[config.mk]
export PLATFORM = sky130hd
export DESIGN_NAME = ovlp_ctrl
export DESIGN_NICKNAME = d
export VERILOG_FILES = /design/src/hw/rtl/ovlp_pkg.sv /design/src/hw/rtl/ovlp_ctrl.sv
export SDC_FILE = /design/constraint.sdc
export NUM_CORES = 1
export LEC_CHECK = 0
export ABC_CLOCK_PERIOD_IN_PS = 1290
export BUFFER_PORTS_ARGS = -buffer_cell sky130_fd_sc_hd__buf_2
export CAP_MARGIN = 40
export CORE_AREA = 2 2 39 41
export DETAILED_ROUTE_END_ITERATION = 10
export DIE_AREA = 0 0 41 43
export PLACE_DENSITY = 0.35
export REMOVE_ABC_BUFFERS = 1
export SETUP_SLACK_MARGIN = 0.4
export SLEW_MARGIN = 20
export SYNTH_ARGS = -nofsm -noshare
export SYNTH_HDL_FRONTEND = slang
export SYNTH_SLANG_ARGS = --single-unit
[constraint.sdc]
create_clock -name i_clk -period 1.29 [get_ports i_clk]
set_clock_uncertainty 0.1 [all_clocks]
set_input_delay 0 -clock i_clk [delete_from_list [all_inputs] [get_ports i_clk]]
set_output_delay 0 -clock i_clk [all_outputs]
set_load 0.03 [all_outputs]
[src/hw/rtl/ovlp_pkg.sv]
package ovlp_pkg;

    localparam int ScoreW  = 16;
    localparam int LenW    = 16;
    localparam int CfgIdxW = 3;
    localparam int CfgW    = 64;

    localparam logic [ScoreW-1:0] ScoreMin = 16'h8000;

    localparam logic [CfgIdxW-1:0] CfgRowA = 3'd0;
    localparam logic [CfgIdxW-1:0] CfgRowC = 3'd1;
    localparam logic [CfgIdxW-1:0] CfgRowG = 3'd2;
    localparam logic [CfgIdxW-1:0] CfgRowT = 3'd3;

    localparam logic ModeQuery = 1'b0;
    localparam logic ModeDb    = 1'b1;

    typedef enum logic [1:0] {
        S_IDLE,
        S_SCAN,
        S_DRAIN,
        S_FINISH
    } t_state;

    typedef struct packed {
        logic append;
        logic col_start;
        logic issue;
        logic finish;
    } t_ctrl_cmd;

    typedef struct packed {
        logic query_empty;
        logic issue_final;
        logic last;
        logic out_free;
    } t_ctrl_sts;

endpackage

[src/hw/rtl/ovlp_ctrl.sv]
module ovlp_ctrl (
    input  logic                  i_clk,
    input  logic                  i_rst_n,
    input  logic                  i_in_valid,
    input  logic                  i_mode,
    input  logic                  i_last,
    input  ovlp_pkg::t_ctrl_sts   i_sts,
    output logic                  o_in_ready,
    output ovlp_pkg::t_ctrl_cmd   o_cmd
);

    ovlp_pkg::t_state r_state;
    ovlp_pkg::t_state n_state;
    logic             w_accept;

    assign w_accept = i_in_valid && (r_state == ovlp_pkg::S_IDLE);

    always_ff @(posedge i_clk) begin
        if (!i_rst_n) begin
            r_state <= ovlp_pkg::S_IDLE;
        end else begin
            r_state <= n_state;
        end
    end

    always_comb begin
        n_state = r_state;
        unique case (r_state)
            ovlp_pkg::S_IDLE: begin
                if (w_accept && (i_mode == ovlp_pkg::ModeDb)) begin
                    if (!i_sts.query_empty) begin
                        n_state = ovlp_pkg::S_SCAN;
                    end else if (i_last) begin
                        n_state = ovlp_pkg::S_FINISH;
                    end
                end
            end
            ovlp_pkg::S_SCAN: begin
                if (i_sts.issue_final) begin
                    n_state = ovlp_pkg::S_DRAIN;
                end
            end
            ovlp_pkg::S_DRAIN: begin
                n_state = i_sts.last ? ovlp_pkg::S_FINISH : ovlp_pkg::S_IDLE;
            end
            ovlp_pkg::S_FINISH: begin
                if (i_sts.out_free) begin
                    n_state = ovlp_pkg::S_IDLE;
                end
            end
            default: n_state = ovlp_pkg::S_IDLE;
        endcase
    end

    always_comb begin
        o_in_ready = 1'b0;
        o_cmd      = '0;
        unique case (r_state)
            ovlp_pkg::S_IDLE: begin
                o_in_ready      = 1'b1;
                o_cmd.append    = w_accept && (i_mode == ovlp_pkg::ModeQuery);
                o_cmd.col_start = w_accept && (i_mode == ovlp_pkg::ModeDb);
            end
            ovlp_pkg::S_SCAN: begin
                o_cmd.issue = 1'b1;
            end
            ovlp_pkg::S_DRAIN: begin
            end
            ovlp_pkg::S_FINISH: begin
                o_cmd.finish = i_sts.out_free;
            end
            default: begin
            end
        endcase
    end

endmodule

=== Yosys cells after proc, flatten, opt, wreduce, memory -nomap -nowiden ===
Index checks and enable logic that the tools add are counted.

* Register bits after elaboration: 2
* Word-level logic and storage cells: 25

* Equal/unequal tests: 7
* Multiplexer cells: 11
* Bitwise gates (word level): 1
* Reduce and logical (&&, ||, !) cells: 5

{| class="wikitable"
|+ Operator list
! cell !! count
|-
| 2-to-1 mux 2 bit || 7
|-
| one-hot mux 2 bit (4 select lines) || 1
|-
| equality test 2 bit, second input constant || 2
|-
| != test 2 bit, second input constant || 2
|-
| AND reduction 4 bit || 1
|-
| logical AND 1 bit || 3
|-
| 2-to-1 mux 1 bit || 3
|-
| != test 3 bit, second input constant || 1
|-
| equality test 2 x 1 -> 1 bit, second input constant || 1
|-
| logical NOT 2 bit || 1
|-
| != test 2 x 1 -> 1 bit, second input constant || 1
|-
| inverter 1 bit || 1
|}

=== Logic depth before layout (Yosys ltp) ===
Gate-level depths: netlist of the first run.

* Word-level depth: 5
* Mapped depth: 4

=== Worst setup path after synthesis of the first run ===
Ideal clock, no wire load.

* Kind: flip-flop to output port
* Start point: reg r_state[0]
* End point: out o_cmd[3] in the netlist's numbering
* Data arrival time: 1396 ps
* Data required time: 1190 ps
* Setup slack: -206 ps
* Stages on the path, launching flop included: 5
* Path through: dfxtp_1 buf_6 nor2_1 nand2_1 nor2_1

{| class="wikitable"
|+ RTL lines
! what !! RTL line !! RTL
|-
| start: declaration || ovlp_ctrl.sv:12 || <nowiki>ovlp_pkg::t_state r_state;</nowiki>
|-
| start signal: assignment || ovlp_ctrl.sv:20 || <nowiki>r_state <= ovlp_pkg::S_IDLE;</nowiki>
|-
| start signal: assignment || ovlp_ctrl.sv:22 || <nowiki>r_state <= n_state;</nowiki>
|-
| end: declaration || ovlp_ctrl.sv:9 || <nowiki>output ovlp_pkg::t_ctrl_cmd o_cmd</nowiki>
|}

==> impl_metrics.json, run 1 <==
{
  "outcome": "finished, final reports clean",
  "cp-end-kind": "output port",
  "cts_tree": "done",
  "largest_reg_flops": 2,
  "synthesis.area_um2": 161,
  "fillCellCount": 155,
  "fin_crit_sh_pct": 86.3,
  "internal_power_mw": 0.240,
  "powerDensity_nw_per_um2": 988,
  "synth_top_area_share_pct": 24.8,
  "crit_family": "flip-flops",
  "crit_buf_inv": 1,
  "seqPwrFrac_pct": 23.0,
  "hp-start": "i_sts[3]",
  "slew_headroom_pct": 87.8,
  "multiInputGateArea_um2": 131,
  "die_area_um2": 1760,
  "ys_top_cells_by_area": "dfxtp_1 (25%), nor2b_1 (12%), and3_1 (7.8%), buf_6 (7.0%), nor2_1 (7.0%)",
  "rows": 14,
  "nets": 51,
  "startpoint": "r_state[0]",
  "r2r_slack_ps": 230,
  "final-setup-viol-count": 0,
  "regArea_um2": 47.5,
  "drive_gt1_share_pct": 70.0,
  "crit_fanout": 6,
  "final_util_pct": 25.3,
  "grt_setup_unrepaired": "true",
  "crit_chain": "nor2_4 -> nand2_1 -> nor2_2 -> buf_6",
  "final_cell_mix": "buf_2 (8), buf_6 (5), nor2b_1 (3), clkbuf_4 (3), buf_4 (3)",
  "die_width_um": 41,
  "ff2ff_path_depth": 3,
  "required_ps": 1190,
  "netlist_instances": 21,
  "r2r-end": "r_state[1]",
  "switching_share_pct": 30.6,
  "switchingPower_mw": 0.106,
  "power_leakage_nw": 0.169,
  "antenna_left": 0,
  "clock_latency_ps": 220,
  "cap_viol_max_count": 0,
  "cts_sinks": 2,
  "p_clk_share_pct": 39.7,
  "drt_iter0_drc": 0,
  "drc": 0,
  "seq_area_frac_synth_pct": 24.8,
  "start_util_pct": 11.7,
  "cp_data_arrival_time_ps": 1010,
  "synth_largest_area_cell": "dfxtp_1",
  "cts_buffers": 3,
  "irDropWorstVdd_uv": 217,
  "ys_types": 13,
  "crit_type": "reg2out",
  "grt_antenna_before_repair": 0,
  "min_period_ps": 1110,
  "hp-class": "in2reg",
  "core_area_um2": 1380,
  "hold_viol": 0,
  "final_common_cell": "buf_2",
  "clk_path_buf_depth": 2,
  "synth_warnings": 0,
  "cp_slowest_cell": "dfxtp_4",
  "portBuffers": 13,
  "ios": 14,
  "wl_um": 454,
  "overflow": 0,
  "grt_pass1_wl_um": 669,
  "place_inst": 49,
  "synth-seq-cells": 2,
  "fin_cells": 56,
  "grt_pass1_vias": 199,
  "critPathLaunchType": "register",
  "area_delta_synth_final_pct": 117,
  "diodes": 0,
  "top_regs": "r_state x2",
  "endpoint": "o_cmd[3]",
  "fp.dieH_um": 43,
  "drv_slew": 0,
  "max_freq_ghz": 0.899,
  "crit_cells": 4,
  "via_per_inst": 4.13,
  "fin_tns_setup_ps": 0,
  "wire_per_inst_um": 8.11,
  "htreeDepth": 1,
  "grt_usage_pct": 5.80,
  "regMostFlops": "r_state",
  "place_worst_setup_slack_ps": 165,
  "num_vias": 231,
  "clk_pin_slew_worst_paths_ps": 30,
  "slowest_delay_ps": 360,
  "timing.final.ws_setup_ps": 177,
  "grt_max_degree": 8,
  "synth_area_per_cell_um2": 7.69,
  "dr.pass1.iters": 1,
  "reg2reg_from": "r_state[0]",
  "gp_congestion": 0.582,
  "comb_power_share_pct": 37.4,
  "tightest_slew_ps": 182,
  "root_buffer": "clkbuf_4"
}
-- cell families (layout without fill, tap and decap cells) --
| kind of cell | after synthesis | in the layout | share of synthesized area [%] |
|---|---|---|---|
| compound gates | 4 | 4 | 19.4 |
| buf+inv | 1 | 20 | 6.98 |
| flops | 2 | 2 | 24.8 |
| simple gates | 14 | 14 | 48.8 |
-- worst register-to-register path: stages (launching register included) --
cell	delay, ps
dfxtp_4	360
buf_4	140
nor3_1	150
and4b_1	200
-- area by class of cell --
class                      instances  share of cell area, %
multi-input combinational         18                   37.5
timing repair buffer              17                   36.8
sequential                         2                   13.6
clock buffer                       3                   6.43
tap                               16                   5.71
-- synth_stat cells --
cell type  n
buf_6      1
a21oi_1    1
o21ai_2    1
and4b_1    1
nor3_1     2
dfxtp_1    2
and2_4     1
nor2b_1    3
and3_1     2
nor2_1     3
o31ai_1    1
o311a_1    1
nand2_1    2
-- what timing repair did --
action / CTS / global route
setup endpoints to repair: 7 / 7
gates resized for setup: 17 / 5
buffers inserted: 2 / 1
pin swaps: 5 / 1
cloned: 0 / 0
endpoints found under the hold margin: 2 / 0
hold buffers: 1 / 0
-- power groups by stage --
| stage | registers, mW | logic (mW) | clock network (mW) |
|---|---|---|---|
| global route | 0.0805 | 0.139 | 0.158 |
| detailed placement | 0.0788 | 0.0841 | 0 |
| CTS | 0.0794 | 0.115 | 0.142 |
| floorplan | 0.0763 | 0.0558 | 0 |
| finish | 0.0795 | 0.129 | 0.137 |
| global placement | 0.0792 | 0.0861 | 0 |
-- worst min-delay path by stage --
stage	to	slack, ps	cells after the start
global placement	r_state[0]	150	2
global route	r_state[1]	60	3
floorplan	o_cmd[3]	10	1
finish	r_state[1]	50	3
CTS	r_state[1]	50	3
detailed placement	r_state[0]	150	2
-- metal layers --
layer  vias to the layer above  share of wire (%)  global-route usage [%]  wire length [um]
met5                         -                  0                       0                 0
met3                         0                7.3                    3.14                33
met2                         5                 59                    10.6               269
met4                         0                  0                    4.00                 0
li1                        114                  -                       -                 -
met1                       112                 33                    3.81               152
-- stage by stage --
step / hold slack (ps) / cell area (um^2) / power (mW)
3_3_place_gp: 154 / 235 / 0.165
3_5_place_dp: 149 / 235 / 0.163
2_1_floorplan: 11.8 / 150 / 0.132
5_1_grt: 55.8 / 350 / 0.377
6_report: 45.2 / 350 / 0.346
4_1_cts: 45.1 / 330 / 0.336
Note: power is estimated with default switching activity, not from simulation.
==> inputs of run 2 (changes only) <==
Settings changed: MAX_ROUTING_LAYER set to met4.
==> run 2 against run 1 <==
Sequential share of layout area unchanged. Highest routed layer unchanged. Count of clock-buffer cells in the layout unchanged. First-iteration DRC count unchanged. Sequential cell count unchanged. Largest power group unchanged. Core utilization unchanged. Die area unchanged.
==> impl_metrics.json, run 2 (same netlist as run 1, synthesis figures left out) <==
{
  "outcome": "finished, final reports clean",
  "cap_viol_max_count": 0,
  "required_ps": 1190,
  "internal_power_mw": 0.240,
  "power_leakage_nw": 0.169,
  "area_delta_synth_final_pct": 117,
  "grt_max_degree": 8,
  "fin_crit_sh_pct": 86.2,
  "grt_setup_unrepaired": "true",
  "diodes": 0,
  "final_cell_mix": "buf_2 (8), buf_6 (5), nor2b_1 (3), clkbuf_4 (3), buf_4 (3)",
  "clk_path_buf_depth": 2,
  "ff2ff_path_depth": 3,
  "crit_fanout": 6,
  "whs_endpoint": "r_state[1]",
  "hp-start": "i_sts[3]",
  "grt_usage_pct": 5.64,
  "seqPwrFrac_pct": 23.0,
  "powerDensity_nw_per_um2": 987,
  "top_regs": "r_state x2",
  "die_area_um2": 1760,
  "drv_slew": 0,
  "largest_reg_flops": 2,
  "r2r-end": "r_state[1]",
  "critPathLaunchType": "register",
  "grt_pass1_vias": 197,
  "multiInputGateArea_um2": 131,
  "antenna_left": 0,
  "hold_viol": 0,
  "slew_headroom_pct": 87.8,
  "fillCellCount": 155,
  "core_area_um2": 1380,
  "regMostFlops": "r_state",
  "hp-class": "in2reg",
  "die_width_um": 41,
  "rows": 14,
  "place_worst_setup_slack_ps": 165,
  "grt_antenna_before_repair": 0,
  "timing.final.ws_setup_ps": 178,
  "drive_gt1_share_pct": 70.0,
  "htreeDepth": 1,
  "r2r_slack_ps": 230,
  "cts_tree": "done",
  "fin_area_um2": 350,
  "regArea_um2": 47.5,
  "drc": 0,
  "fp.dieH_um": 43,
  "switchingPower_mw": 0.106,
  "cp-end-kind": "output port",
  "cts_sinks": 2,
  "fin_tns_setup_ps": 0,
  "max_freq_ghz": 0.899,
  "p_clk_share_pct": 39.6,
  "gp_congestion": 0.585,
  "ios": 14,
  "reg2reg_from": "r_state[0]",
  "cts_buffers": 3,
  "irDropWorstVdd_uv": 216,
  "switching_share_pct": 30.6,
  "tightest_slew_ps": 182,
  "via_per_inst": 4.07,
  "startpoint": "r_state[0]",
  "final_util_pct": 25.3,
  "wire_per_inst_um": 8.11,
  "final_common_cell": "buf_2",
  "wl_um": 454,
  "drt_iter0_drc": 0,
  "comb_power_share_pct": 37.4,
  "nets": 51,
  "cp_data_arrival_time_ps": 1010,
  "start_util_pct": 11.7,
  "crit_type": "reg2out",
  "dr.pass1.iters": 1,
  "min_period_ps": 1110,
  "final-setup-viol-count": 0,
  "num_vias": 228,
  "clk_pin_slew_worst_paths_ps": 30,
  "hold_path_depth": 3,
  "portBuffers": 13,
  "placed_area_um2": 235,
  "overflow": 0,
  "clock_latency_ps": 220,
  "root_buffer": "clkbuf_4",
  "grt_pass1_wl_um": 655
}
run 2: cell type report:
type                       count  share of cell area, %
sequential                     2                   13.6
timing repair buffer          17                   36.8
clock buffer                   3                   6.43
multi-input combinational     18                   37.5
tap                           16                   5.71
run 2: how the worst max path moves through the flow:
stage / to
floorplan: o_cmd[3]
global placement: r_state[1]
detailed placement: r_state[1]
CTS: o_cmd[3]
global route: o_cmd[3]
finish: o_cmd[3]
run 2: metal layers:
metal / up-vias / wire length [um] / part of all wire [%] / GRT usage, %
li1: 114 / - / - / -
met1: 109 / 153 / 34 / 3.81
met2: 5 / 264 / 58 / 10.6
met3: 0 / 35 / 7.7 / 1.57
met4: 0 / 0 / 0 / 4.00
met5: - / 0 / 0 / -
run 2: stage by stage:
stage | total power, mW | hold WS (ps) | cells
floorplan | 0.132 | 11.8 | 20
global placement | 0.165 | 154 | 49
detailed placement | 0.163 | 149 | 49
CTS | 0.336 | 45.1 | 55
global route | 0.373 | 61.0 | 56
finish | 0.346 | 45.7 | 56
run 2: repair_timing:
| action | 4_1_cts | 5_1_grt |
|---|---|---|
| endpoints found under the setup margin | 7 | 7 |
| endpoints found under the hold margin | 2 | 0 |
| hold buffers | 1 | 0 |
| resized for setup | 17 | 5 |
| setup buffers | 2 | 1 |
| pin swaps | 5 | 1 |
run 2: power groups by stage:
stage / clock network, mW / logic (mW) / registers [mW]
after floorplan: 0 / 0.0558 / 0.0763
after global placement: 0 / 0.0861 / 0.0792
after detailed placement: 0 / 0.0841 / 0.0788
after CTS: 0.142 / 0.115 / 0.0794
after global routing: 0.154 / 0.139 / 0.0805
final: 0.137 / 0.129 / 0.0795
run 2: worst max-delay path, cell delays in order (launching register included):
cell and delay (ps):
dfxtp_4 360, nor2_4 120, nand2_1 70, nor2_2 110, buf_6 130
==> inputs of run 3 (changes only) <==
==> constraint.sdc (replaced) <==
create_clock -name i_clk -period 1.29 [get_ports i_clk]
set_clock_uncertainty 0.1 [all_clocks]
set_input_delay 0.129 -clock i_clk [delete_from_list [all_inputs] [get_ports i_clk]]
set_output_delay 0.129 -clock i_clk [all_outputs]
set_load 0.03 [all_outputs]
==> run 3 against run 2 <==
Wire length up 25%. Final cell count is the same. Count of clock-buffer cells in the layout did not move. Hold slack improved by 18 ps. Sequential share of layout area down 0.51 points. Critical endpoint unchanged. Largest power group is now combinational cells. Highest routed layer unchanged.
==> impl_metrics.json, run 3 (same netlist as run 1, synthesis figures left out) <==
{
  "core_area_um2": 1380,
  "antenna_left": 0,
  "wl_um": 569,
  "required_ps": 1060,
  "p_clk_share_pct": 39.2,
  "clock_latency_ps": 230,
  "outcome": "finished, final reports clean",
  "grt_usage_pct": 7.18,
  "die_width_um": 41,
  "wire_per_inst_um": 10.2,
  "cp-end-kind": "output port",
  "slew_headroom_pct": 85.8,
  "crit_type": "reg2out",
  "final_cell_mix": "buf_2 (8), buf_6 (6), clkbuf_4 (3), buf_4 (3)",
  "nets": 51,
  "critPathLaunchType": "register",
  "diodes": 0,
  "htreeDepth": 1,
  "irDropWorstVdd_uv": 198,
  "fin_tns_setup_ps": 0,
  "num_vias": 222,
  "cp_data_arrival_time_ps": 1000,
  "startpoint": "r_state[0]",
  "grt_max_degree": 7,
  "tightest_slew_ps": 212,
  "clk_path_buf_depth": 2,
  "power_leakage_nw": 0.177,
  "drc": 0,
  "cts_buffers": 3,
  "r2r_slack_ps": 140,
  "hold_ws_ps": 63.8,
  "fp.dieH_um": 43,
  "clk_pin_slew_worst_paths_ps": 30,
  "gp_congestion": 0.592,
  "r2r-end": "r_state[0]",
  "die_area_um2": 1760,
  "cts_sinks": 2,
  "dr.pass1.iters": 1,
  "grt_setup_unrepaired": "true",
  "ios": 14,
  "comb_power_share_pct": 39.0,
  "ff2ff_path_depth": 3,
  "drv_slew": 0,
  "max_freq_ghz": 0.811,
  "crit_fanout": 6,
  "start_util_pct": 11.7,
  "hold_buffers": 0,
  "seqPwrFrac_pct": 21.7,
  "final_common_cell": "buf_2",
  "reg2reg_from": "r_state[0]",
  "hp-class": "in2reg",
  "drive_gt1_share_pct": 75.0,
  "grt_pass1_vias": 216,
  "root_buffer": "clkbuf_4",
  "regMostFlops": "r_state",
  "portBuffers": 13,
  "internal_power_mw": 0.246,
  "switchingPower_mw": 0.114,
  "overflow": 0,
  "endpoint": "o_cmd[3]",
  "powerDensity_nw_per_um2": 989,
  "drt_iter0_drc": 0,
  "grt_pass1_wl_um": 772,
  "largest_reg_flops": 2,
  "rows": 14,
  "via_per_inst": 3.96,
  "cap_viol_max_count": 0,
  "area_delta_synth_final_pct": 126,
  "grt_antenna_before_repair": 0,
  "min_period_ps": 1230,
  "final-setup-viol-count": 0,
  "top_regs": "r_state x2",
  "final_util_pct": 26.3,
  "switching_share_pct": 31.8,
  "fin_crit_sh_pct": 95.6,
  "cts_tree": "done",
  "hold_viol": 0
}
run 3: cell count changes in the layout (fill, tap and decap cells not counted), sizes merged:
cell	before	now
dlygate4sd3	1	0
buf	16	17
run 3: power by group through the flow:
stage	registers [mW]	logic [mW]	clock network, mW
after floorplan	0.0763	0.0558	0
after global placement	0.0795	0.0861	0
after detailed placement	0.0791	0.0844	0
after CTS	0.0776	0.113	0.152
after global routing	0.0791	0.149	0.158
final	0.0783	0.141	0.141
run 3: worst max-delay path, cell delays in order (launching register included):
cell,delay [ps]
dfxtp_4,350
nor2_4,120
nand2_1,60
nor2_1,80
buf_4,160
run 3: worst min path at each step:
stage / from / endpoint / slack [ps] / cells past startpoint
4_1_cts: i_rst_n / r_state[0] / 30 / 2
5_1_grt: i_rst_n / r_state[0] / 50 / 2
3_5_place_dp: i_rst_n / r_state[0] / 280 / 2
6_report: i_rst_n / r_state[0] / 60 / 2
3_3_place_gp: i_rst_n / r_state[0] / 290 / 2
2_1_floorplan: i_rst_n / r_state[0] / 160 / 1
run 3: layer usage:
| metal | global-route usage, % | vias up | part of all wire [%] |
|---|---|---|---|
| met5 | - | - | 0 |
| met4 | 6.00 | 0 | 0 |
| met3 | 3.14 | 0 | 5.1 |
| met2 | 12.8 | 5 | 59 |
| met1 | 4.46 | 104 | 35 |
| li1 | - | 113 | - |
run 3: final cells by class:
cell class              count  area [um^2]
repair buffers             17          130
fillers                   154         1020
multi-input cells          18          144
flip-flops and latches      2         47.5
clock buffers               3         22.5
well taps                  16         20.0
run 3: timing repair:
action	in CTS	in global routing
gates resized for setup	16	7
setup buffers	2	2
pin swaps	4	0
endpoints found under the setup margin	7	7
run 3: through the flow:
stage	worst slack, ps	power (mW)	cell area (um^2)	cells
floorplan	-295	0.132	150	20
global placement	129	0.166	235	49
CTS	50.4	0.343	323	54
global route	-8.50	0.386	364	56
finish	57.2	0.360	364	56
detailed placement	136	0.164	235	49
